**config.mk**
```make
export PLATFORM = sky130hd
export DESIGN_NAME = dmi_reg_file
export DESIGN_NICKNAME = d
export VERILOG_FILES = /design/src/rtl/core/dmi_pkg.sv /design/src/rtl/core/dmi_reg_file.sv
export SDC_FILE = /design/constraint.sdc
export NUM_CORES = 1
export LEC_CHECK = 0
export ABC_AREA = 1
export BUFFER_PORTS_ARGS = -buffer_cell sky130_fd_sc_hd__buf_2
export CORE_MARGIN = 2
export CORE_UTILIZATION = 29
export CTS_CLUSTER_DIAMETER = 100
export DETAILED_ROUTE_END_ITERATION = 10
export GPL_TIMING_DRIVEN = 1
export PLACE_DENSITY = 0.47
export REMOVE_ABC_BUFFERS = 1
export SETUP_SLACK_MARGIN = 0.4
export SYNTH_ARGS = -nofsm -noshare
export SYNTH_HDL_FRONTEND = slang
export SYNTH_SLANG_ARGS = --single-unit
```
**constraint.sdc**
```tcl
create_clock -name clk -period 3.67 [get_ports clk]
set_input_delay 0.734 -clock clk [delete_from_list [all_inputs] [get_ports clk]]
set_output_delay 0.734 -clock clk [all_outputs]
set_load 0.005 [all_outputs]
```
**src/rtl/core/dmi_pkg.sv**
```systemverilog
// Shared types and constants for the decimal machine interpreter.
package dmi_pkg;

  localparam int WORD_W   = 10;
  localparam int ADDR_W   = 10;
  localparam int LIMIT_W  = 24;
  localparam int COUNT_W  = 25;
  localparam int RF_IDX_W = 4;
  localparam int DIGIT_W  = 4;

  localparam logic [LIMIT_W-1:0] LIMIT_RESET = 24'd1000000;
  localparam logic [WORD_W:0]    WORD_MOD    = 11'd1000;

  // floor(x / 1000) = (x * RECIP_1000) >> RECIP_SHIFT, exact for x < 6e6
  localparam logic [20:0] RECIP_1000  = 21'd1073742;
  localparam int          RECIP_SHIFT = 30;

  // request operation codes
  localparam logic [1:0] OP_CLEAR = 2'd0;
  localparam logic [1:0] OP_WRITE = 2'd1;
  localparam logic [1:0] OP_RUN   = 2'd2;

  // instruction codes (hundreds digit)
  localparam logic [DIGIT_W-1:0] I_JUMP  = 4'd0;
  localparam logic [DIGIT_W-1:0] I_HALT  = 4'd1;
  localparam logic [DIGIT_W-1:0] I_SET   = 4'd2;
  localparam logic [DIGIT_W-1:0] I_ADD   = 4'd3;
  localparam logic [DIGIT_W-1:0] I_MUL   = 4'd4;
  localparam logic [DIGIT_W-1:0] I_COPY  = 4'd5;
  localparam logic [DIGIT_W-1:0] I_RADD  = 4'd6;
  localparam logic [DIGIT_W-1:0] I_RMUL  = 4'd7;
  localparam logic [DIGIT_W-1:0] I_LOAD  = 4'd8;
  localparam logic [DIGIT_W-1:0] I_STORE = 4'd9;

  typedef struct packed {
    logic              we;
    logic [ADDR_W-1:0] waddr;
    logic [WORD_W-1:0] wdata;
    logic [ADDR_W-1:0] raddr;
  } mem_port_t;

  typedef struct packed {
    logic                we;
    logic [RF_IDX_W-1:0] waddr;
    logic [WORD_W-1:0]   wdata;
    logic [RF_IDX_W-1:0] raddr_a;
    logic [RF_IDX_W-1:0] raddr_b;
  } rf_port_t;

  typedef struct packed {
    logic [COUNT_W-1:0] executed_count;
    logic               timed_out;
  } result_t;

endpackage

```
**src/rtl/core/dmi_reg_file.sv**
```systemverilog
// Register file: one write port, two registered read ports.
module dmi_reg_file import dmi_pkg::*; #(
  parameter int DEPTH = 10
) (
  input  logic              clk,
  input  rf_port_t          port,
  output logic [WORD_W-1:0] rdata_a,
  output logic [WORD_W-1:0] rdata_b
);

  localparam int IW = $clog2(DEPTH);

  logic [WORD_W-1:0] regs [DEPTH];

  always_ff @(posedge clk) begin
    if (port.we) begin
      regs[port.waddr[IW-1:0]] <= port.wdata;
    end
    rdata_a <= regs[port.raddr_a[IW-1:0]];
    rdata_b <= regs[port.raddr_b[IW-1:0]];
  end

endmodule

```
==> results.md, run 1 <==
- Minimum clock period: 2.038 ns
- Chip Width: around 140 um
- HP Start: regs[8][2]
- PostCTS Resize Cnt: 0
- FF-to-FF End: rdata_b[5]
- Via density: 4.819
- Leakage: about 2.9 nW
- First-pass GRT wire length: 27110 um
- CP Launch Type: input port
- Worst path required time: around 4.0 ns
- I/O Pins: 44
- Setup bufs post-CTS: 0
- Routed length per instance: 19.17 um
- Crit path capture type: flop
- Slew Limit Fails: 0
- Cell Rows: 51
- Setup CP Type: input port to flop
- Internal reg-to-reg setup slack: ~2.5 ns
- Setup slack after layout: 1.632 ns
- Worst-Margin Slew: around 1.1 ns
- Max VDD drop: ~0.31 mV
- Diode count: 0
- Largest net degree at the start of global routing: 47
- Min-delay worst type: flop to flop
- Relative slew slack: 28.04%
- Total core area: 19460 um^2
- Final setup viols: 0
- Net Switching: 0.0008187 W
- Root Buffer: clkbuf_16
- Final period util: 55.54%
- Worst reg2reg path depth: 6
- Initial Util: 29.48%
- Avg Cell Area, Syn: 9.063 um^2
- Routed WL: 18110 um
- ANT nets after route: 0
- Buffers on Ports: 43
- Mapped cell area: 5737 um^2
- Clk_skew: 0.004712 ns
- Dpl hpwl: 11890 um
- Gate power share: ~8.6%
- Syn Inst Count: 633
- Worst Path Max Fanout: 21
- Grt met3 use: under 10%
- Drt pass-1 iters: 5
- CTS Buf Count: 17
- Hold Vio Cnt, Final: 0
- Post-route DRC: 0
- TritonCTS Sinks: 120
- Worst path arrival time: 2.34 ns
- M1 GR Usage: 24.66%
- Total GRT Usage: 18.05%
- Seq pwr share: 46.0%
- Post-synth cell types: 16
- Initial antenna violation count: 0
- GP Congestion: 0.9486
- H-tree Lvls: 4
- Crit. Startpoint: port[1]
- Final Util: around 34%
- FMAX: 0.4906 GHz
- Maxcap violations: 0
- Die H: 144.7 um
- #FFs+latches synth: 120
- Place WS: 1.150 ns
- Internal power: 0.002517 W
- Routed vias: 4554
- Worst r2r src: regs[4][5]
- Syn. warnings: 0
- Clock insertion delay at the later pin of the skew report: approximately 0.41 ns
- Most used routing layer: met2
- Overflow after GRT: 0
- Nets: 692
- GR Util met2: between 20 and 30%
- RSZ-0062 raised after global routing: no
- Clock share of power: 45.4%
- Switching share of power: between 20% and 30%
- DP Cell Count: 913
- Reg clk slew, reported paths: 0.06 ns
- Power per cell area: 503.8 nW/um^2
- Share of layout cells above drive strength 1: 13.09%
- Status: finished clean
- Crit path to: rdata_b[8]
- Hold Buf Count CTS: 0
- Vias in the first global route: 4446
- CTS tree: yes
- Die area: 20920 um^2
- CTS Buffer Depth: 2
- Post-layout power: approximately 0.0033 W
- Post-synthesis sequential area ratio: 59.32%
- Final std cells w/o fill: 945
- Area Overhead vs Synth: 15.42%
- Final TNS setup: 0 ns
- Initial drt markers: 454
cell families after synthesis:
kind of cell           count (synthesis)  share of synthesized area [%]
DFF                                  120                          59.32
and+or+nand+nor                      358                          27.00
AOI/OAI and AO/OA                     20                          2.617
buffers and inverters                135                          11.06
flip-flops by register name (all words and copies together) (netlist names):
name     count
rdata_a     10
regs       100
rdata_b     10
worst min path at each step:
stage,cells past startpoint,endpoint,slack [ns]
2_1_floorplan,2,rdata_b[0],0.48
3_3_place_gp,2,rdata_b[2],0.49
3_5_place_dp,2,rdata_b[2],0.51
4_1_cts,2,rdata_b[2],0.52
5_1_grt,2,rdata_b[2],0.56
6_report,2,rdata_b[2],0.52
power by group through the flow:
stage | Combinational, W | Clock (W) | Sequential, W
floorplan | 0.000128 | 0 | 0.00156
global placement | 0.000284 | 0 | 0.00156
detailed placement | 0.000285 | 0 | 0.00156
CTS | 0.000286 | 0.00154 | 0.00153
global route | 0.000315 | 0.00160 | 0.00154
finish | 0.000287 | 0.00152 | 0.00153
placed cells by master (no fill, tap or decap), drive strengths merged:
cell type and count:
nand2 205, nand3 141, edfxtp 100, inv 98, buf 50, o211ai 20
dfxtp 20, clkbuf 17, nor2 11, clkinv 11, clkinvlp 5, nand3b 1
bufinv 1
synthesized netlist by cell type:
cell	n	area, um^2
inv_4	2	12.51
inv_1	95	356.6
o211ai_1	20	150.1
dfxtp_1	20	400.4
clkbuf_1	5	18.77
buf_2	11	55.05
buf_6	9	101.4
nand3b_1	1	7.510
nand2_1	195	732.0
buf_4	8	60.06
nand3_1	141	705.7
edfxtp_1	100	3003
clkinv_1	4	15.01
buf_8	1	15.01
nand2_2	10	62.56
nor2_1	11	41.29
routing by layer:
layer	part of all wire, %	vias to the layer above
met5	0	-
met4	2.7	0
met3	7.7	31
met2	46	228
met1	43	2160
li1	-	2135
worst max-delay path, stage by stage:
cell and delay (ns):
buf_2 0.43, inv_1 0.55, nand3_1 0.23, nand3_1 0.18, nand3_1 0.13, nand2_1 0.07
metrics by stage:
stage	hold slack [ns]	area, um^2
after floorplan	0.4805	5487
after global placement	0.4945	6078
after detailed placement	0.5098	6078
after CTS	0.5228	6614
after global routing	0.5560	6621
final	0.5198	6621
layout make-up:
class	count	area [um^2]
fillers	2008	12840
flip-flops and latches	120	3403
multi-input cells	378	1699
clock buffers	17	425.4
inverters	101	384.1
well taps	265	331.6
repair buffers	50	267.8
clock inverters	14	110.1
No activity file was read; power rests on OpenSTA's default activity.
==> inputs of run 2 (changes only) <==
- clock period: 3.67 -> 2.05 ns (I/O delays scaled with it)
==> results.md, run 2 (synthesized netlist as in run 1, its figures left out) <==
- Status: finished clean
- Worst path slowest cell: dfxtp_1
- Die area: 20920 um^2
- Final period util: roughly 64%
- Routed vias: 4530
- Worst path bufs/invs: 1
- Reg clk slew, reported paths: 0.06 ns
- Hold Vio Cnt, Final: 0
- TritonCTS Sinks: 120
- Worst-Margin Slew: between 0.5 and 0.6 ns
- Most common cell after layout, fill and taps aside: nand2_1
- Area Overhead vs Synth: 20.02%
- Nets: 714
- CTS Buffer Depth: 2
- Total GRT Usage: about 16%
- Sequential Area: 3403 um^2
- Switching share of power: 22.41%
- Internal power: 0.004913 W
- Vias in the first global route: between 4000 and 5000
- Gate power share: about 8.3%
- GP Congestion: about 0.83
- FMAX: 0.7671 GHz
- Seq pwr share: 43.3%
- GR Util met2: 28.11%
- Net Switching: 0.001419 W
- ANT nets after route: 0
- Via density: roughly 4.7
- First-pass GRT wire length: 24690 um
- Fin Hold WS: 0.2926 ns
- Minimum clock period: 1.304 ns
- Dpl hpwl: 10050 um
- Crit-path cells: buf_2
- Routed WL: around 16000 um
- Post-route DRC: 0
- Final setup viols: 0
- Drt pass-1 iters: 5
- Clock insertion delay at the later pin of the skew report: about 0.42 ns
- RSZ-0062 raised after global routing: no
- Routed length per instance: between 15 and 20 um
- I/O Pins: 44
- Clk_skew: slightly above 0.009 ns
- CP Launch Type: flop
- Initial Util: between 20% and 30%
- Initial antenna violation count: 0
- Maxcap violations: 0
- Slew Limit Fails: 0
- Hold Buf Count CTS: 0
- Root Buffer: clkbuf_16
- Worst path arrival time: 0.89 ns
- Leakage: 3.016 nW
- DP Cell Count: 936
- Setup bufs post-CTS: 0
- Final std cells w/o fill: ~970
- Cell Rows: 51
- WP depth: 1
- Delay-heaviest family, CP: flip-flops
- CTS tree: yes
- Min-delay worst type: input port to flop
- Die H: between 100 and 150 um
- Clock share of power: around half
- Worst stage delay on the critical path: ~0.35 ns
- Relative slew slack: 65.69%
- Buffers on Ports: 43
- Worst Path Max Fanout: 1
- Chip Width: 144.7 um
- Max VDD drop: 0.4375 mV
- Total core area: 19460 um^2
- Most used routing layer: met2
- PostCTS Resize Cnt: 0
- Largest net degree at the start of global routing: 56
- Crit path capture type: primary output
- Max reg flops: 100
- H-tree Lvls: 4
- Final-layout fill cell count: 1951
- Power per cell area: 919.6 nW/um^2
- CTS Buf Count: 17
- Area occupied by multi-input gates: 1699 um^2
- Worst reg2reg path depth: 6
- Initial drt markers: 321
- Diode count: 0
- Setup CP Type: flop to primary output
- M1 GR Usage: 19.27%
- Hold path cells: 1
- Grt met3 use: between 3 and 4%
- Worst path required time: 1.64 ns
- Final TNS setup: 0 ns
- Share of layout cells above drive strength 1: between 15 and 20%
- Overflow after GRT: 0
- Most frequent cells in the layout: nand2_1 (195), nand3_1 (141), edfxtp_1 (100)
## run 2: cell count changes in the layout (fill, tap and decap cells not counted), sizes merged
cell | before | now
clkbuf | 17 | 18
buf | 50 | 72
bufinv | 1 | 4
clkinvlp | 5 | 4
clkinv | 11 | 9
## run 2: power groups by stage
stage	sequential [W]	clock [W]	combinational [W]
floorplan	0.00280	0	0.000228
global placement	0.00279	0	0.000513
detailed placement	0.00279	0	0.000524
CTS	0.00274	0.00314	0.000526
global route	0.00275	0.00322	0.000581
finish	0.00274	0.00307	0.000523
## run 2: routing by layer
| metal | up-vias | share of wire, % |
|---|---|---|
| li1 | 2178 | - |
| met2 | 155 | 49 |
| met3 | 61 | 4.9 |
| met4 | 0 | 4.3 |
| met5 | - | 0 |
| met1 | 2136 | 42 |
## run 2: final timing paths
check / endpoint / slack [ns] / from
max: rdata_a[6] / 0.75 / rdata_a[6]
min: regs[8][4] / 0.29 / port[12]
min reg2reg: rdata_b[4] / 0.51 / regs[8][4]
max reg2reg: rdata_b[5] / 1.09 / regs[2][5]
## run 2: layout make-up
class	count	share of cell area, %
flip-flops and latches	120	49.43
multi-input cells	378	24.68
repair buffers	72	6.651
clock buffers	18	6.233
inverters	101	5.579
well taps	265	4.816
clock inverters	14	2.617
## run 2: per-stage QoR
stage                     setup slack, ns  instance area (um^2)  util, %  total power, W
after floorplan                    0.6003                  5487        -        0.003023
after global placement             0.4282                  6276    32.25        0.003304
after detailed placement           0.4327                  6276    32.25        0.003317
after CTS                          0.7152                  6885    35.38        0.006404
after global routing               0.7229                  6885    35.38        0.006552
final                              0.7464                  6885    35.38        0.006332
