===== config.mk =====
export PLATFORM = sky130hd
export DESIGN_NAME = dmi_exec
export DESIGN_NICKNAME = d
export VERILOG_FILES = /design/src/rtl/core/dmi_pkg.sv /design/src/rtl/core/dmi_exec.sv
export SDC_FILE = /design/constraint.sdc
export NUM_CORES = 1
export LEC_CHECK = 0
export BUFFER_PORTS_ARGS = -buffer_cell sky130_fd_sc_hd__clkbuf_2
export CORE_MARGIN = 2
export CORE_UTILIZATION = 55
export CTS_BUF_LIST = sky130_fd_sc_hd__clkbuf_4 sky130_fd_sc_hd__clkbuf_8
export DETAILED_ROUTE_END_ITERATION = 7
export GPL_TIMING_DRIVEN = 0
export PLACE_DENSITY = 0.75
export SLEW_MARGIN = 20
export SYNTH_ARGS = -nofsm -noshare
export SYNTH_HDL_FRONTEND = slang
export SYNTH_SLANG_ARGS = --single-unit

===== constraint.sdc =====
create_clock -name clk -period 11.6 [get_ports clk]
set_input_delay 1.74 -clock clk [delete_from_list [all_inputs] [get_ports clk]]
set_output_delay 1.74 -clock clk [all_outputs]
set_load 0.05 [all_outputs]

===== src/rtl/core/dmi_pkg.sv =====
// Shared types and constants for the decimal machine interpreter.
package dmi_pkg;

  localparam int WORD_W   = 10;
  localparam int ADDR_W   = 10;
  localparam int LIMIT_W  = 24;
  localparam int COUNT_W  = 25;
  localparam int RF_IDX_W = 4;
  localparam int DIGIT_W  = 4;

  localparam logic [LIMIT_W-1:0] LIMIT_RESET = 24'd1000000;
  localparam logic [WORD_W:0]    WORD_MOD    = 11'd1000;

  // floor(x / 1000) = (x * RECIP_1000) >> RECIP_SHIFT, exact for x < 6e6
  localparam logic [20:0] RECIP_1000  = 21'd1073742;
  localparam int          RECIP_SHIFT = 30;

  // request operation codes
  localparam logic [1:0] OP_CLEAR = 2'd0;
  localparam logic [1:0] OP_WRITE = 2'd1;
  localparam logic [1:0] OP_RUN   = 2'd2;

  // instruction codes (hundreds digit)
  localparam logic [DIGIT_W-1:0] I_JUMP  = 4'd0;
  localparam logic [DIGIT_W-1:0] I_HALT  = 4'd1;
  localparam logic [DIGIT_W-1:0] I_SET   = 4'd2;
  localparam logic [DIGIT_W-1:0] I_ADD   = 4'd3;
  localparam logic [DIGIT_W-1:0] I_MUL   = 4'd4;
  localparam logic [DIGIT_W-1:0] I_COPY  = 4'd5;
  localparam logic [DIGIT_W-1:0] I_RADD  = 4'd6;
  localparam logic [DIGIT_W-1:0] I_RMUL  = 4'd7;
  localparam logic [DIGIT_W-1:0] I_LOAD  = 4'd8;
  localparam logic [DIGIT_W-1:0] I_STORE = 4'd9;

  typedef struct packed {
    logic              we;
    logic [ADDR_W-1:0] waddr;
    logic [WORD_W-1:0] wdata;
    logic [ADDR_W-1:0] raddr;
  } mem_port_t;

  typedef struct packed {
    logic                we;
    logic [RF_IDX_W-1:0] waddr;
    logic [WORD_W-1:0]   wdata;
    logic [RF_IDX_W-1:0] raddr_a;
    logic [RF_IDX_W-1:0] raddr_b;
  } rf_port_t;

  typedef struct packed {
    logic [COUNT_W-1:0] executed_count;
    logic               timed_out;
  } result_t;

endpackage


===== src/rtl/core/dmi_exec.sv =====
// Sequencer: clear sweep, word writes and the fetch/decode/execute loop.
module dmi_exec import dmi_pkg::*; #(
  parameter int MEMORY_WORDS   = 1000,
  parameter int REGISTER_COUNT = 10
) (
  input  logic               clk,
  input  logic               rst,
  input  logic               start,
  input  logic [1:0]         operation,
  input  logic [ADDR_W-1:0]  address,
  input  logic [WORD_W-1:0]  word,
  output logic               idle,
  input  logic [LIMIT_W-1:0] step_limit,
  output mem_port_t          mem_port,
  input  logic [WORD_W-1:0]  mem_rdata,
  output rf_port_t           rf_port,
  input  logic [WORD_W-1:0]  rf_rdata_a,
  input  logic [WORD_W-1:0]  rf_rdata_b,
  output result_t            res,
  output logic               res_valid,
  input  logic               res_free
);

  typedef enum logic [3:0] {
    S_CLEAR, S_IDLE, S_FETCH, S_WORD, S_DIGIT, S_EXEC, S_MULQ, S_MODW, S_LOAD, S_DONE
  } state_t;

  state_t              state;
  logic [ADDR_W-1:0]   pc;
  logic [ADDR_W-1:0]   clr_idx;
  logic                clr_report;
  logic [LIMIT_W-1:0]  done;
  logic [DIGIT_W-1:0]  h_q;
  logic [6:0]          rem_q;
  logic [DIGIT_W-1:0]  d_q;
  logic [DIGIT_W-1:0]  n_q;
  logic [19:0]         prod_q;
  logic [WORD_W-1:0]   q_q;

  logic [DIGIT_W-1:0]  w_hund;
  logic [6:0]          w_rem;
  logic [DIGIT_W-1:0]  d_dig;
  logic [DIGIT_W-1:0]  n_dig;
  logic [WORD_W:0]     sum_raw;
  logic [WORD_W:0]     sum_mod;
  logic [WORD_W-1:0]   mul_b;
  logic [19:0]         prod;
  logic [40:0]         quot_full;
  logic [19:0]         modw;
  logic [ADDR_W-1:0]   pc_inc;
  logic [WORD_W-1:0]   word_mod;

  function automatic logic [DIGIT_W-1:0] hundreds(input logic [WORD_W-1:0] w);
    logic [DIGIT_W-1:0] c;
    c = '0;
    for (int k = 1; k < 10; k++) begin
      if (w >= WORD_W'(k * 100)) c = c + 4'd1;
    end
    return c;
  endfunction

  function automatic logic [DIGIT_W-1:0] tens(input logic [6:0] r);
    logic [DIGIT_W-1:0] c;
    c = '0;
    for (int k = 1; k < 10; k++) begin
      if (r >= 7'(k * 10)) c = c + 4'd1;
    end
    return c;
  endfunction

  assign w_hund   = hundreds(mem_rdata);
  assign w_rem    = 7'(mem_rdata - ({6'd0, w_hund} * 10'd100));
  assign d_dig    = tens(rem_q);
  assign n_dig    = 4'(rem_q - ({3'd0, d_dig} * 7'd10));
  assign sum_raw  = {1'b0, rf_rdata_a}
                    + ((h_q == I_ADD) ? {7'd0, n_q} : {1'b0, rf_rdata_b});
  assign sum_mod  = (sum_raw >= WORD_MOD) ? sum_raw - WORD_MOD : sum_raw;
  assign mul_b    = (h_q == I_MUL) ? {6'd0, n_q} : rf_rdata_b;
  assign prod     = {10'd0, rf_rdata_a} * {10'd0, mul_b};
  assign quot_full = {21'd0, prod_q} * {20'd0, RECIP_1000};
  assign modw     = prod_q - ({10'd0, q_q} * 20'd1000);
  assign pc_inc   = (pc == ADDR_W'(MEMORY_WORDS - 1)) ? '0 : pc + 1'b1;
  assign word_mod = (word >= WORD_W'(1000)) ? word - WORD_W'(1000) : word;

  assign idle      = (state == S_IDLE);
  assign res_valid = (state == S_DONE);

  always_comb begin
    mem_port.we    = 1'b0;
    mem_port.waddr = rf_rdata_b;
    mem_port.wdata = rf_rdata_a;
    mem_port.raddr = pc;
    case (state)
      S_CLEAR: begin
        mem_port.we    = 1'b1;
        mem_port.waddr = clr_idx;
        mem_port.wdata = '0;
      end
      S_IDLE: begin
        mem_port.waddr = address;
        mem_port.wdata = word_mod;
        mem_port.we    = start && (operation == OP_WRITE)
                         && (address < ADDR_W'(MEMORY_WORDS));
      end
      S_EXEC: begin
        mem_port.raddr = rf_rdata_b;
        mem_port.we    = (h_q == I_STORE);
      end
      default: ;
    endcase
  end

  always_comb begin
    rf_port.we      = 1'b0;
    rf_port.waddr   = d_q;
    rf_port.wdata   = '0;
    rf_port.raddr_a = d_dig;
    rf_port.raddr_b = n_dig;
    case (state)
      S_CLEAR: begin
        rf_port.we    = (clr_idx < ADDR_W'(REGISTER_COUNT));
        rf_port.waddr = clr_idx[RF_IDX_W-1:0];
      end
      S_EXEC: begin
        case (h_q)
          I_SET: begin
            rf_port.we    = 1'b1;
            rf_port.wdata = {6'd0, n_q};
          end
          I_ADD, I_RADD: begin
            rf_port.we    = 1'b1;
            rf_port.wdata = sum_mod[WORD_W-1:0];
          end
          I_COPY: begin
            rf_port.we    = 1'b1;
            rf_port.wdata = rf_rdata_b;
          end
          default: ;
        endcase
      end
      S_MODW: begin
        rf_port.we    = 1'b1;
        rf_port.wdata = modw[WORD_W-1:0];
      end
      S_LOAD: begin
        rf_port.we    = 1'b1;
        rf_port.wdata = mem_rdata;
      end
      default: ;
    endcase
  end

  always_ff @(posedge clk) begin
    if (rst) begin
      state      <= S_CLEAR;
      clr_idx    <= '0;
      clr_report <= 1'b0;
      pc         <= '0;
      done       <= '0;
    end else begin
      case (state)
        S_CLEAR: begin
          if (clr_idx == ADDR_W'(MEMORY_WORDS - 1)) begin
            res   <= '0;
            state <= clr_report ? S_DONE : S_IDLE;
          end else begin
            clr_idx <= clr_idx + 1'b1;
          end
        end
        S_IDLE: begin
          if (start) begin
            res <= '0;
            case (operation)
              OP_CLEAR: begin
                clr_idx    <= '0;
                clr_report <= 1'b1;
                state      <= S_CLEAR;
              end
              OP_RUN: begin
                pc    <= '0;
                done  <= '0;
                state <= S_FETCH;
              end
              default: state <= S_DONE;
            endcase
          end
        end
        S_FETCH: state <= S_WORD;
        S_WORD: begin
          h_q   <= w_hund;
          rem_q <= w_rem;
          state <= S_DIGIT;
        end
        S_DIGIT: begin
          d_q <= d_dig;
          n_q <= n_dig;
          if (h_q == I_HALT) begin
            res.executed_count <= {1'b0, done} + 1'b1;
            res.timed_out      <= 1'b0;
            state              <= S_DONE;
          end else if (done >= step_limit) begin
            res.executed_count <= {1'b0, done};
            res.timed_out      <= 1'b1;
            state              <= S_DONE;
          end else begin
            done  <= done + 1'b1;
            pc    <= pc_inc;
            state <= S_EXEC;
          end
        end
        S_EXEC: begin
          prod_q <= prod;
          case (h_q)
            I_MUL, I_RMUL: state <= S_MULQ;
            I_LOAD:        state <= S_LOAD;
            I_JUMP: begin
              if (rf_rdata_b != '0) pc <= rf_rdata_a;
              state <= S_FETCH;
            end
            default: state <= S_FETCH;
          endcase
        end
        S_MULQ: begin
          q_q   <= quot_full[RECIP_SHIFT +: WORD_W];
          state <= S_MODW;
        end
        S_MODW: state <= S_FETCH;
        S_LOAD: state <= S_FETCH;
        S_DONE: begin
          if (res_free) state <= S_IDLE;
        end
        default: state <= S_IDLE;
      endcase
    end
  end

  a_pc_range: assert property (@(posedge clk) disable iff (rst)
    (state == S_FETCH) |-> (pc < ADDR_W'(MEMORY_WORDS)))
    else $error("program counter out of range at fetch");

  a_mem_wr_range: assert property (@(posedge clk) disable iff (rst)
    mem_port.we |-> (mem_port.waddr < ADDR_W'(MEMORY_WORDS)))
    else $error("memory write beyond last word");

  a_done_bound: assert property (@(posedge clk) disable iff (rst)
    (state == S_FETCH) |-> (done <= step_limit))
    else $error("instruction count passed step limit");

  a_timeout_count: assert property (@(posedge clk) disable iff (rst)
    (state == S_DONE && res.timed_out) |-> (res.executed_count == {1'b0, step_limit}))
    else $error("timed-out run reports wrong count");

  a_step_count: assert property (@(posedge clk) disable iff (rst)
    (state == S_DIGIT && h_q != I_HALT && done < step_limit)
    |=> (done == $past(done) + 1'b1) && (state == S_EXEC))
    else $error("executed instruction not counted");

endmodule


==> metrics.md, run 1 <==
| Metric | Value |
|---|---|
| Routed len/inst | `approximately 17 um` |
| Netlist Area Pre-Place | `approximately 0.018 mm^2` |
| Mapped Nets | `between 2,000 and 3,000` |
| Yosys reg bits | `121` |
| Die Span Y | `between 150 and 200 um` |
| Slowest stage delay, CP | `between 0.4 and 0.5 ns` |
| PostCTS Resize Cnt | `0` |
| Worst vdd ir | `between 0.06 and 0.07 mV` |
| Crit end category | `output port` |
| PD cells | `around 85 mW/mm^2` |
| CTS tree | `built` |
| Initial DRC Count | `around 1,200` |
| Initial antenna violation count | `0` |
| Post-synth EDFFs | `72` |
| Grt ovf | `0` |
| Worst EP required | `9.86 ns` |
| Final HPWL DP | `around 38,000 um` |
| Clock latency on the worst-skew pair | `~0.44 ns` |
| Largest net degree at the start of global routing | `21` |
| # port buffers | `160` |
| # rows | `66` |
| Worst path top cell family by delay | `adder cells` |
| Clock Root Buffer | `clkbuf_8` |
| Area delta synth->final | `9.99%` |
| # placed instances | `2,654` |
| Most used cell along the critical path | `ha_1` |
| Leak pwr | `a little under 10 nW` |
| Synth warnings | `0` |
| ANT nets after route | `0` |
| Most used DFF post-synth | `edfxtp_1` |
| Placement Cell Area | `~0.019 mm^2` |
| Final instance area | `a little under 0.02 mm^2` |
| IO Pins | `162` |
| Commonest non-fill, non-tap cell in the layout | `inv_1` |
| Max-cap violations | `0` |
| Most frequent cells in the layout | `inv_1 (323), ha_1 (297), nand2_1 (179), clkbuf_2 (160), fa_1 (154)` |
| WP buf/inv | `5` |
| Clock transition at the registers of the reported paths | `~0.1 ns` |
| Worst-Margin Slew | `1.01 ns` |
| Crit share post-route | `between 70% and 80%` |
| Setup bufs post-CTS | `0` |
| Non-Filler Instances | `approximately 2,700` |
| Starting density of the core | `a little under three fifths` |
| Crit path kind | `register to output port` |
| Diode count | `0` |
| Routability cong. | `0.941` |
| Total track usage | `27.8%` |
| Share of cells above drive strength 1 | `roughly 10%` |
| Core ar. | `approximately 0.032 mm^2` |
| Num CTS Buffers | `17` |
| Die width | `around 180 um` |
| Post-synth ARST share | `0%` |
| CTS H-tree depth | `4` |
| Largest cells by area after synthesis | `ha_1 (21%), fa_1 (17%), edfxtp_1 (12%), inv_1 (6.7%), dfxtp_1 (5.4%)` |
| Slew headroom | `roughly a third` |
| Vias in the first global route | `14,800` |
| Min-Delay Path Class | `register to register` |
| DRT Pass-1 Iters | `7` |
| RSZ-0062 raised after global routing | `false` |
| DRC viols | `0` |
| Syn Area/Cell | `between 8 and 9 um^2` |
| Top cell type's share of synthesized area | `20.6%` |
| Clock skew | `between 0.02 and 0.03 ns` |
| Tmin final | `about 9.0 ns` |
| Final setup vio count | `0` |
| Run status | `completed` |
| Endpoints failing hold | `0` |
| Fin util | `around three fifths` |
| Max frequency | `between 100 and 150 MHz` |
| Total Die Area | `0.0342 mm^2` |
| Crit-path max FO | `10` |
| Fin. max-slew vios | `0` |
| Vias per Instance | `5.72` |
| Max Root-Sink Buffers | `2` |
| Seq/Total Area, Yosys | `between 10% and 20%` |
| Final-stage net count | `2,762` |
| Worst Path Arrival | `7.27 ns` |
| Power Total | `around 1.7 mW` |
| Via count | `about 15,000` |
| Slowest CP cell | `edfxtp_1` |
| CTS Sinks | `~120` |
| Setup ws final | `between 2 and 3 ns` |
| First-pass GRT wire length | `~75,000 um` |
| Setup TNS after final layout | `0 ns` |
| Yosys cell types | `80` |
| CTS Hold Buffers Added | `0` |
| Synth area leader | `ha_1` |
| Mapped Cells | `~2,000` |
| Post-place setup slack | `~3.1 ns` |
| Startpoint Class | `register` |
| Final wirelength | `~47,000 um` |
| Hold slack | `approximately 0.47 ns` |
## registers in the layout, summed over array words and instances (netlist names), 7 cells and up
name	count
pc	10
rem_q	7
q_q	7
done	24
res	26
prod_q	20
clr_idx	10
## kinds of logic after synthesis
group	share of synthesized area (%)
AND/OR/NAND/NOR	15.6
adder cells (fa/ha/maj)	37.8
buffers and inverters	8.44
AO/OA/AOI/OAI	12.5
flip-flops	17.5
XOR/XNOR	5.79
multiplexers	2.47
## metal layers
layer	GRT usage, %	routed length (um)	share of wire (%)
met2	46.2	22000	47
met5	0	0	0
met3	3.36	3140	6.7
met1	38.3	20700	44
met4	7.81	1080	2.3
## worst paths after layout
path                  from    endpoint  slack (ns)  depth (start not counted)
setup / recovery  rem_q[6]  rf_port[3]        2.59                         29
hold / removal    rem_q[0]      n_q[0]        0.47                          0
setup reg to reg    h_q[3]  prod_q[18]        4.49                         20
hold reg to reg   rem_q[0]      n_q[0]        0.47                          0
## power breakdown
part           switching (mW)  internal [mW]  total (mW)
clock network           0.213          0.199       0.412
logic                   0.431          0.341       0.772
registers             0.00221          0.493       0.495
## cells in the mapped netlist, types with 8 or more instances
cell type and n:
a21oi_1 73, o21ai_0 30, fa_1 154, a21o_1 31, xor2_1 49, mux2i_1 23
nand2b_1 20, o311a_1 8, or3_1 19, o31ai_1 12, nor2_1 124, a211oi_1 10
xnor2_1 70, nor2b_1 26, ha_1 297, o21ai_1 65, and2_1 57, o21a_1 12
nor4_1 10, mux2_2 9, a31oi_1 9, mux2_1 10, clkbuf_1 65, and3_1 22
edfxtp_1 72, or2_1 14, dfxtp_1 49, nand4_1 18, a22o_1 10, nor3_1 31
nand2_1 179, inv_2 8, inv_1 323, nand3_1 30
## layout make-up
type                            count  area [um^2]
Multi-Input combinational cell   1524        13400
Fill cell                        2821        12600
Sequential cell                   121         3140
Inverter                          331         1240
Timing Repair Buffer              164          821
Tap cell                          442          553
Buffer                             72          278
Clock buffer                       18          241
Clock inverter                     14          164
Note: power is estimated with default switching activity, not from simulation.
==> inputs of run 2 (changes only) <==
PLACE_DENSITY = 0.78   (was 0.75)
clock period = 8.1 ns   (was 11.6 ns; I/O delays follow)
==> run 2 against run 1 <==
  * Register-to-register slack lost 3.1 ns
  * Clock-buffer cell count up 1
  * Die area unchanged
  * Combinational power up 44%
  * Core utilization up 0.43 points
  * Non-clock buffer count is 7 higher
  * Clock skew fell by 0.012 ns
  * First-iteration DRC count is 3.9% lower
  * Setup slack worse by 2.4 ns
  * Final area up 0.70%
  * Clock power is 46% higher
  * Sequential cell count unchanged
  * Critical path type unchanged
==> metrics.md, run 2 (same netlist as run 1, synthesis figures left out) <==
| Metric | Value |
|---|---|
| Biggest register | `res` |
| Total Die Area | `0.0342 mm^2 (unchanged)` |
| Largest net degree at the start of global routing | `21 (unchanged)` |
| # fillers | `2,818 (-0.11%)` |
| Share of power burned in registers | `29.3% (-0.2 points)` |
| Area delta synth->final | `10.8%` |
| Max Root-Sink Buffers | `2 (unchanged)` |
| ANT nets after route | `0 (unchanged)` |
| Die width | `185 um (unchanged)` |
| Switch Pwr | `0.907 mW (+40%)` |
| Initial antenna violation count | `0 (unchanged)` |
| Vias per Instance | `5.68 (-0.75%)` |
| CTS Sinks | `121 (unchanged)` |
| R2R Setup Slk | `1.41 ns (-3.08 ns)` |
| Vias in the first global route | `15,200 (+2.8%)` |
| Total track usage | `28.5% (+0.70 points)` |
| Final setup vio count | `0 (unchanged)` |
| Worst vdd ir | `0.107 mV (+71%)` |
| Run status | `completed` |
| Share of cells above drive strength 1 | `11.1% (+0.90 points)` |
| Hold slack | `0.495 ns (+0.0233 ns)` |
| DRT Pass-1 Iters | `6 (-1)` |
| PD cells | `121 mW/mm^2 (+43%)` |
| Most frequent cells in the layout | `inv_1 (323), ha_1 (295), nand2_1 (178), clkbuf_2 (159), fa_1 (153)` |
| Final wirelength | `47,500 um (+1.2%)` |
| Crit path kind | `register to output port` |
| Core ar. | `0.0324 mm^2 (unchanged)` |
| Worst Path Arrival | `6.69 ns (-0.58 ns)` |
| IO Pins | `162 (unchanged)` |
| Via count | `15,300 (-0.49%)` |
| Most used cell along the critical path | `ha_1` |
| Gate power share | `45.8% (-0.2 points)` |
| Fin. max-slew vios | `0 (unchanged)` |
| First-pass GRT wire length | `76,900 um (+2.0%)` |
| Worst-Margin Slew | `0.924 ns (-0.0868 ns)` |
| Diode count | `0 (unchanged)` |
| # rows | `66 (unchanged)` |
| Num CTS Buffers | `17 (unchanged)` |
| Max-cap violations | `0 (unchanged)` |
| Worst EP required | `6.88 ns (-2.98 ns)` |
| Routability cong. | `0.964 (+2.5%)` |
| Die Span Y | `185 um (unchanged)` |
| DRC viols | `0 (unchanged)` |
| # port buffers | `160 (unchanged)` |
| Clock latency on the worst-skew pair | `0.47 ns (+0.03 ns)` |
| Grt ovf | `0 (unchanged)` |
| Max FFs per register | `26 (unchanged)` |
| Power Total | `2.42 mW (+44%)` |
| Clock skew | `0.0177 ns (-0.0116 ns)` |
| Clock power share | `24.9% (+0.4 points)` |
| Largest regs | `res (26), done (24), prod_q (20)` |
| Tmin final | `7.91 ns` |
| CTS tree | `built` |
| Startpoint Class | `register` |
| Clock Root Buffer | `clkbuf_8` |
| Starting density of the core | `55.6% (unchanged)` |
| Crit-path max FO | `10 (unchanged)` |
| Clock transition at the registers of the reported paths | `0.08 ns (-0.02 ns)` |
| Slowest CP cell | `edfxtp_1` |
| Final-stage net count | `2,769 (+0.25%)` |
| Routed len/inst | `17.6 um (+0.97%)` |
| Min-Delay Path Class | `register to register` |
| CTS H-tree depth | `4 (unchanged)` |
| Final HPWL DP | `38,600 um (+0.22%)` |
| Leak pwr | `9.75 nW (+0.83%)` |
| Slew headroom | `38.3% (+6.3 points)` |
| Crit end category | `output port` |
| Endpoints failing hold | `0 (unchanged)` |
| Max frequency | `between 100 and 150 MHz` |
| Initial DRC Count | `1,192 (-3.9%)` |
| Commonest non-fill, non-tap cell in the layout | `inv_1` |
| Crit share post-route | `between 90% and 100%` |
| Net Sw Frac | `37.5% (-1.0 points)` |
| Slowest stage delay, CP | `0.41 ns (-0.06 ns)` |
| P_int | `1.51 mW (+47%)` |
==> run 2: changes by cell type in the layout (fill, tap and decap cells not counted), sizes merged <==
cell and delta:
buf +12, bufinv +1, clkbuf -4, clkinv +2, clkinvlp -2, inv -2
==> run 2: final cells by class <==
type / instances / area, um^2 / area share, %
buffer: 69 / 272 / 1.36
clock buffer: 19 / 255 / 1.28
clock inverter: 13 / 168 / 0.841
inverter: 331 / 1240 / 6.23
multi-input combinational: 1524 / 13400 / 67.2
sequential: 121 / 3140 / 15.8
tap: 442 / 553 / 2.77
timing repair buffer: 174 / 905 / 4.54
==> run 2: path summary, 6_finish.rpt <==
| path | from | to | depth (start not counted) |
|---|---|---|---|
| hold / removal | clr_report | clr_report | 2 |
| setup / recovery | rem_q[5] | rf_port[3] | 30 |
| hold reg to reg | clr_report | clr_report | 2 |
| setup reg to reg | h_q[3] | prod_q[18] | 21 |
==> run 2: power by group through the flow <==
stage	sequential, mW	clock [mW]	combinational, mW
after floorplan	0.722	0	0.867
after global placement	0.722	0	1.05
after detailed placement	0.723	0	1.09
after CTS	0.708	0.605	1.11
after global routing	0.709	0.632	1.27
final	0.709	0.603	1.11
==> run 2: critical path: cells and delay by family, from the launching register on <==
| kind | cells | cell delay, ns |
|---|---|---|
| fa+ha+maj | 8 | 2.33 |
| simple gates | 7 | 0.90 |
| compound gates | 6 | 1.00 |
| mux | 1 | 0.26 |
| xor+xnor | 4 | 0.76 |
| buf+inv | 4 | 0.56 |
| flops | 1 | 0.41 |
==> run 2: stage by stage <==
step | worst slack [ns] | setup TNS (ns) | instances | utilization [%] | cell area (um^2)
6_report | 0.195 | 0 | 2693 | 61.6 | 19900
3_5_place_dp | 0.153 | 0 | 2656 | 60.0 | 19400
3_3_place_gp | 0.292 | 0 | 2650 | 59.8 | 19400
2_1_floorplan | 0.0872 | 0 | 2048 | - | 18000
4_1_cts | 0.0135 | 0 | 2689 | 61.4 | 19900
5_1_grt | -0.0552 | -0.0552 | 2693 | 61.6 | 19900
==> run 2: layer usage <==
layer | up-vias | share of wire (%) | GRT usage (%)
li1 | 7298 | - | -
met3 | 59 | 7.7 | 4.25
met2 | 606 | 48 | 48.2
met4 | 0 | 1.6 | 6.89
met1 | 7324 | 43 | 38.5
met5 | - | 0 | 0
==> run 2: repair_timing <==
action / 4_1_cts / 5_1_grt
buffers inserted: 4 / 4
hold buffers: 0 / 0
pin swaps: 4 / 6
gates resized for setup: 10 / 7
endpoints found under the setup margin: 1 / 1
==> inputs of run 3 (changes only) <==
ABC_AREA = 1   (was not set)
PLACE_DENSITY = 0.77   (was 0.78)
==> run 3 against run 2 <==
  * Die area rose by 3.1%
  * Sequential share of layout area fell by 0.32 points
  * Sequential cell count did not move
  * Wire length rose by 13%
  * Clock skew fell by 0.0018 ns
  * Clock-buffer cell count rose by 1
  * Largest power group unchanged
  * Highest routed layer unchanged
==> metrics.md, run 3 <==
| Metric | Value |
|---|---|
| Grt ovf | `0 (unchanged)` |
| Worst Path Arrival | `6.34 ns (-0.35 ns)` |
| Max-cap violations | `0 (unchanged)` |
| Syn Area/Cell | `7.54 um^2 (-14%)` |
| WP buf/inv | `7 (+3)` |
| Mapped Cells | `2,464 (+20%)` |
| Initial DRC Count | `1,289 (+8.1%)` |
| Post-synth EDFFs | `72 (unchanged)` |
| Hold path endpoint | `n_q[0]` |
| Fin util | `61.0% (-0.59 points)` |
| Vias in the first global route | `17,300 (+14%)` |
| Crit end category | `output port` |
| Synth warnings | `0 (unchanged)` |
| Core ar. | `0.0334 mm^2 (+3.1%)` |
| Reg-to-reg endpoint | `prod_q[18]` |
| Via count | `17,400 (+14%)` |
| Total Die Area | `0.0353 mm^2 (+3.1%)` |
| Commonest non-fill, non-tap cell in the layout | `inv_1` |
| Final setup vio count | `0 (unchanged)` |
| PostCTS Resize Cnt | `0 (-10)` |
| WHS Path Cells | `0 (-2)` |
| Most used DFF post-synth | `edfxtp_1` |
| Clock skew | `0.0159 ns (-0.00178 ns)` |
| Largest regs | `res (26), done (24), prod_q (20)` |
| Synth cell count leaders | `inv_1 (545), nand2_1 (446), ha_1 (297)` |
| Yosys reg bits | `121 (unchanged)` |
| Worst hold start | `rem_q[0]` |
| Startpoint Class | `register` |
| R2R Setup Slk | `1.30 ns (-0.11 ns)` |
| ANT nets after route | `0 (unchanged)` |
| Largest cells by area after synthesis | `ha_1 (20%), fa_1 (17%), edfxtp_1 (12%), inv_1 (11%), nand2_1 (9.0%)` |
| Tmin final | `7.56 ns (-0.348 ns)` |
| Worst-Margin Slew | `1.03 ns (+0.105 ns)` |
| Most common cell in the netlist | `inv_1` |
| Area of the multi-input gates | `0.0133 mm^2 (-1.1%)` |
| First-pass GRT wire length | `86,300 um (+12%)` |
| Mapped Nets | `2,995 (+16%)` |
| Seq/Total Area, Yosys | `16.9% (-0.54 points)` |
| Register cell area after layout | `0.00314 mm^2 (unchanged)` |
| Max frequency | `132 MHz (+4.6%)` |
| Routability cong. | `1.06 (+9.9%)` |
| Leak pwr | `10.7 nW (+9.9%)` |
| Area delta synth->final | `9.59%` |
| Clock latency on the worst-skew pair | `0.46 ns (about the same)` |
| Yosys cell types | `59 (-26%)` |
| Crit path kind | `register to output port` |
| Netlist Area Pre-Place | `0.0186 mm^2 (+3.2%)` |
| CTS H-tree depth | `4 (unchanged)` |
| Crit share post-route | `93.3% (-4.3 points)` |
| Setup TNS after final layout | `0 ns (unchanged)` |
| Die Span Y | `188 um (+1.5%)` |
| Crit-path max FO | `6 (-4)` |
| Clock transition at the registers of the reported paths | `0.08 ns (about the same)` |
| Clock Root Buffer | `clkbuf_8` |
| Worst vdd ir | `0.0994 mV (-7.3%)` |
| Vias per Instance | `5.60 (-1.3%)` |
| Worst path top cell family by delay | `adder cells` |
| Diode count | `0 (unchanged)` |
| Max Root-Sink Buffers | `2 (unchanged)` |
| Most frequent cells in the layout | `inv_1 (545), nand2_1 (446), ha_1 (297), nor2_1 (201), clkbuf_2 (160)` |
| Biggest register | `res` |
| CTS Hold Buffers Added | `0 (unchanged)` |
| Synth area leader | `ha_1` |
| Run status | `completed` |
| PD cells | `115 mW/mm^2 (-5.1%)` |
| Power Total | `2.35 mW (-3.1%)` |
| Worst EP required | `6.88 ns (about the same)` |
| Placement Cell Area | `0.0200 mm^2 (+2.8%)` |
| Initial antenna violation count | `1 (+1)` |
| # port buffers | `160 (unchanged)` |
| Fin. max-slew vios | `0 (unchanged)` |
| Starting density of the core | `55.7% (about the same)` |
| Routed len/inst | `17.3 um (-2.0%)` |
| Worst Reg-to-Reg Cells | `23 (+9.5%)` |
| CTS tree | `built` |
| Max FFs per register | `26 (unchanged)` |
| Top cell type's share of synthesized area | `20.0% (-0.63 points)` |
| IO Pins | `162 (unchanged)` |
| Most used cell along the critical path | `nand2_1` |
| Total track usage | `30.8% (+2.2 points)` |
| Final instance area | `0.0204 mm^2 (+2.1%)` |
| Final wirelength | `53,700 um (+13%)` |
| Final-stage net count | `3,175 (+15%)` |
| Num CTS Buffers | `17 (unchanged)` |
| RSZ-0062 raised after global routing | `false` |
| Slowest stage delay, CP | `0.47 ns (+0.06 ns)` |
| Post-synth ARST share | `0% (unchanged)` |
| Endpoints failing hold | `0 (unchanged)` |
| Slowest CP cell | `edfxtp_1` |
| Largest net degree at the start of global routing | `27 (+29%)` |
| Setup bufs post-CTS | `0 (-4)` |
| Worst R2R Start | `h_q[1]` |
| CTS Sinks | `121 (unchanged)` |
| # fillers | `3,095 (+9.8%)` |
| # rows | `67 (+1.5%)` |
| Final HPWL DP | `45,300 um (+17%)` |
| Slew headroom | `31.3% (-7.0 points)` |
| Min-Delay Path Class | `register to register` |
| Die width | `188 um (+1.5%)` |
| Share of cells above drive strength 1 | `9.22% (-1.8 points)` |
| DRC viols | `0 (unchanged)` |
| DRT Pass-1 Iters | `5 (-1)` |
run 3: final cells by class:
cell class / instances / share of cell area (%)
Clock inverter: 12 / 0.695
Timing Repair Buffer: 161 / 3.99
Multi-Input combinational cell: 1763 / 65.1
Tap cell: 448 / 2.75
Sequential cell: 121 / 15.4
Inverter: 550 / 10.1
Buffer: 30 / 0.596
Clock buffer: 20 / 1.29
run 3: cell families (layout without fill, tap and decap cells):
logic type	count (synthesis)	after routing	synth area share [%]
AOI/OAI and AO/OA	347	347	10.6
xor gates and xnor gates	75	75	3.54
adders and majority gates	451	451	36.6
buffers and inverters	580	773	11.8
DFF	121	121	16.9
and+or+nand+nor	890	890	20.5
run 3: per-layer routing:
| layer | GRT usage [%] | vias up | part of all wire, % |
|---|---|---|---|
| met3 | 4.57 | 127 | 7.5 |
| met1 | 38.5 | 8241 | 41 |
| met5 | 0 | - | 0 |
| met2 | 53.4 | 706 | 48 |
| met4 | 12.3 | 0 | 4.0 |
| li1 | - | 8315 | - |
run 3: report_power, final:
| group | internal [mW] | switching [mW] |
|---|---|---|
| clock network | 0.293 | 0.276 |
| logic | 0.424 | 0.647 |
| registers | 0.703 | 0.00181 |
run 3: through the flow:
| stage | worst slack [ns] | cells | hold slack, ns |
|---|---|---|---|
| 3_5_place_dp | 1.04 | 3073 | 0.450 |
| 5_1_grt | 0.0458 | 3105 | 0.475 |
| 6_report | 0.543 | 3105 | 0.462 |
| 3_3_place_gp | 1.15 | 3072 | 0.439 |
| 2_1_floorplan | 1.68 | 2464 | 0.428 |
| 4_1_cts | 0.506 | 3105 | 0.461 |
run 3: worst max path at each step:
| stage | from | endpoint | cells after the start |
|---|---|---|---|
| 5_1_grt | rem_q[5] | rf_port[3] | 33 |
| 6_report | rem_q[5] | rf_port[3] | 33 |
| 3_5_place_dp | rf_rdata_b[1] | prod_q[18] | 24 |
| 2_1_floorplan | rem_q[5] | rf_port[3] | 32 |
| 3_3_place_gp | rf_rdata_b[2] | prod_q[18] | 24 |
| 4_1_cts | rem_q[5] | rf_port[3] | 33 |
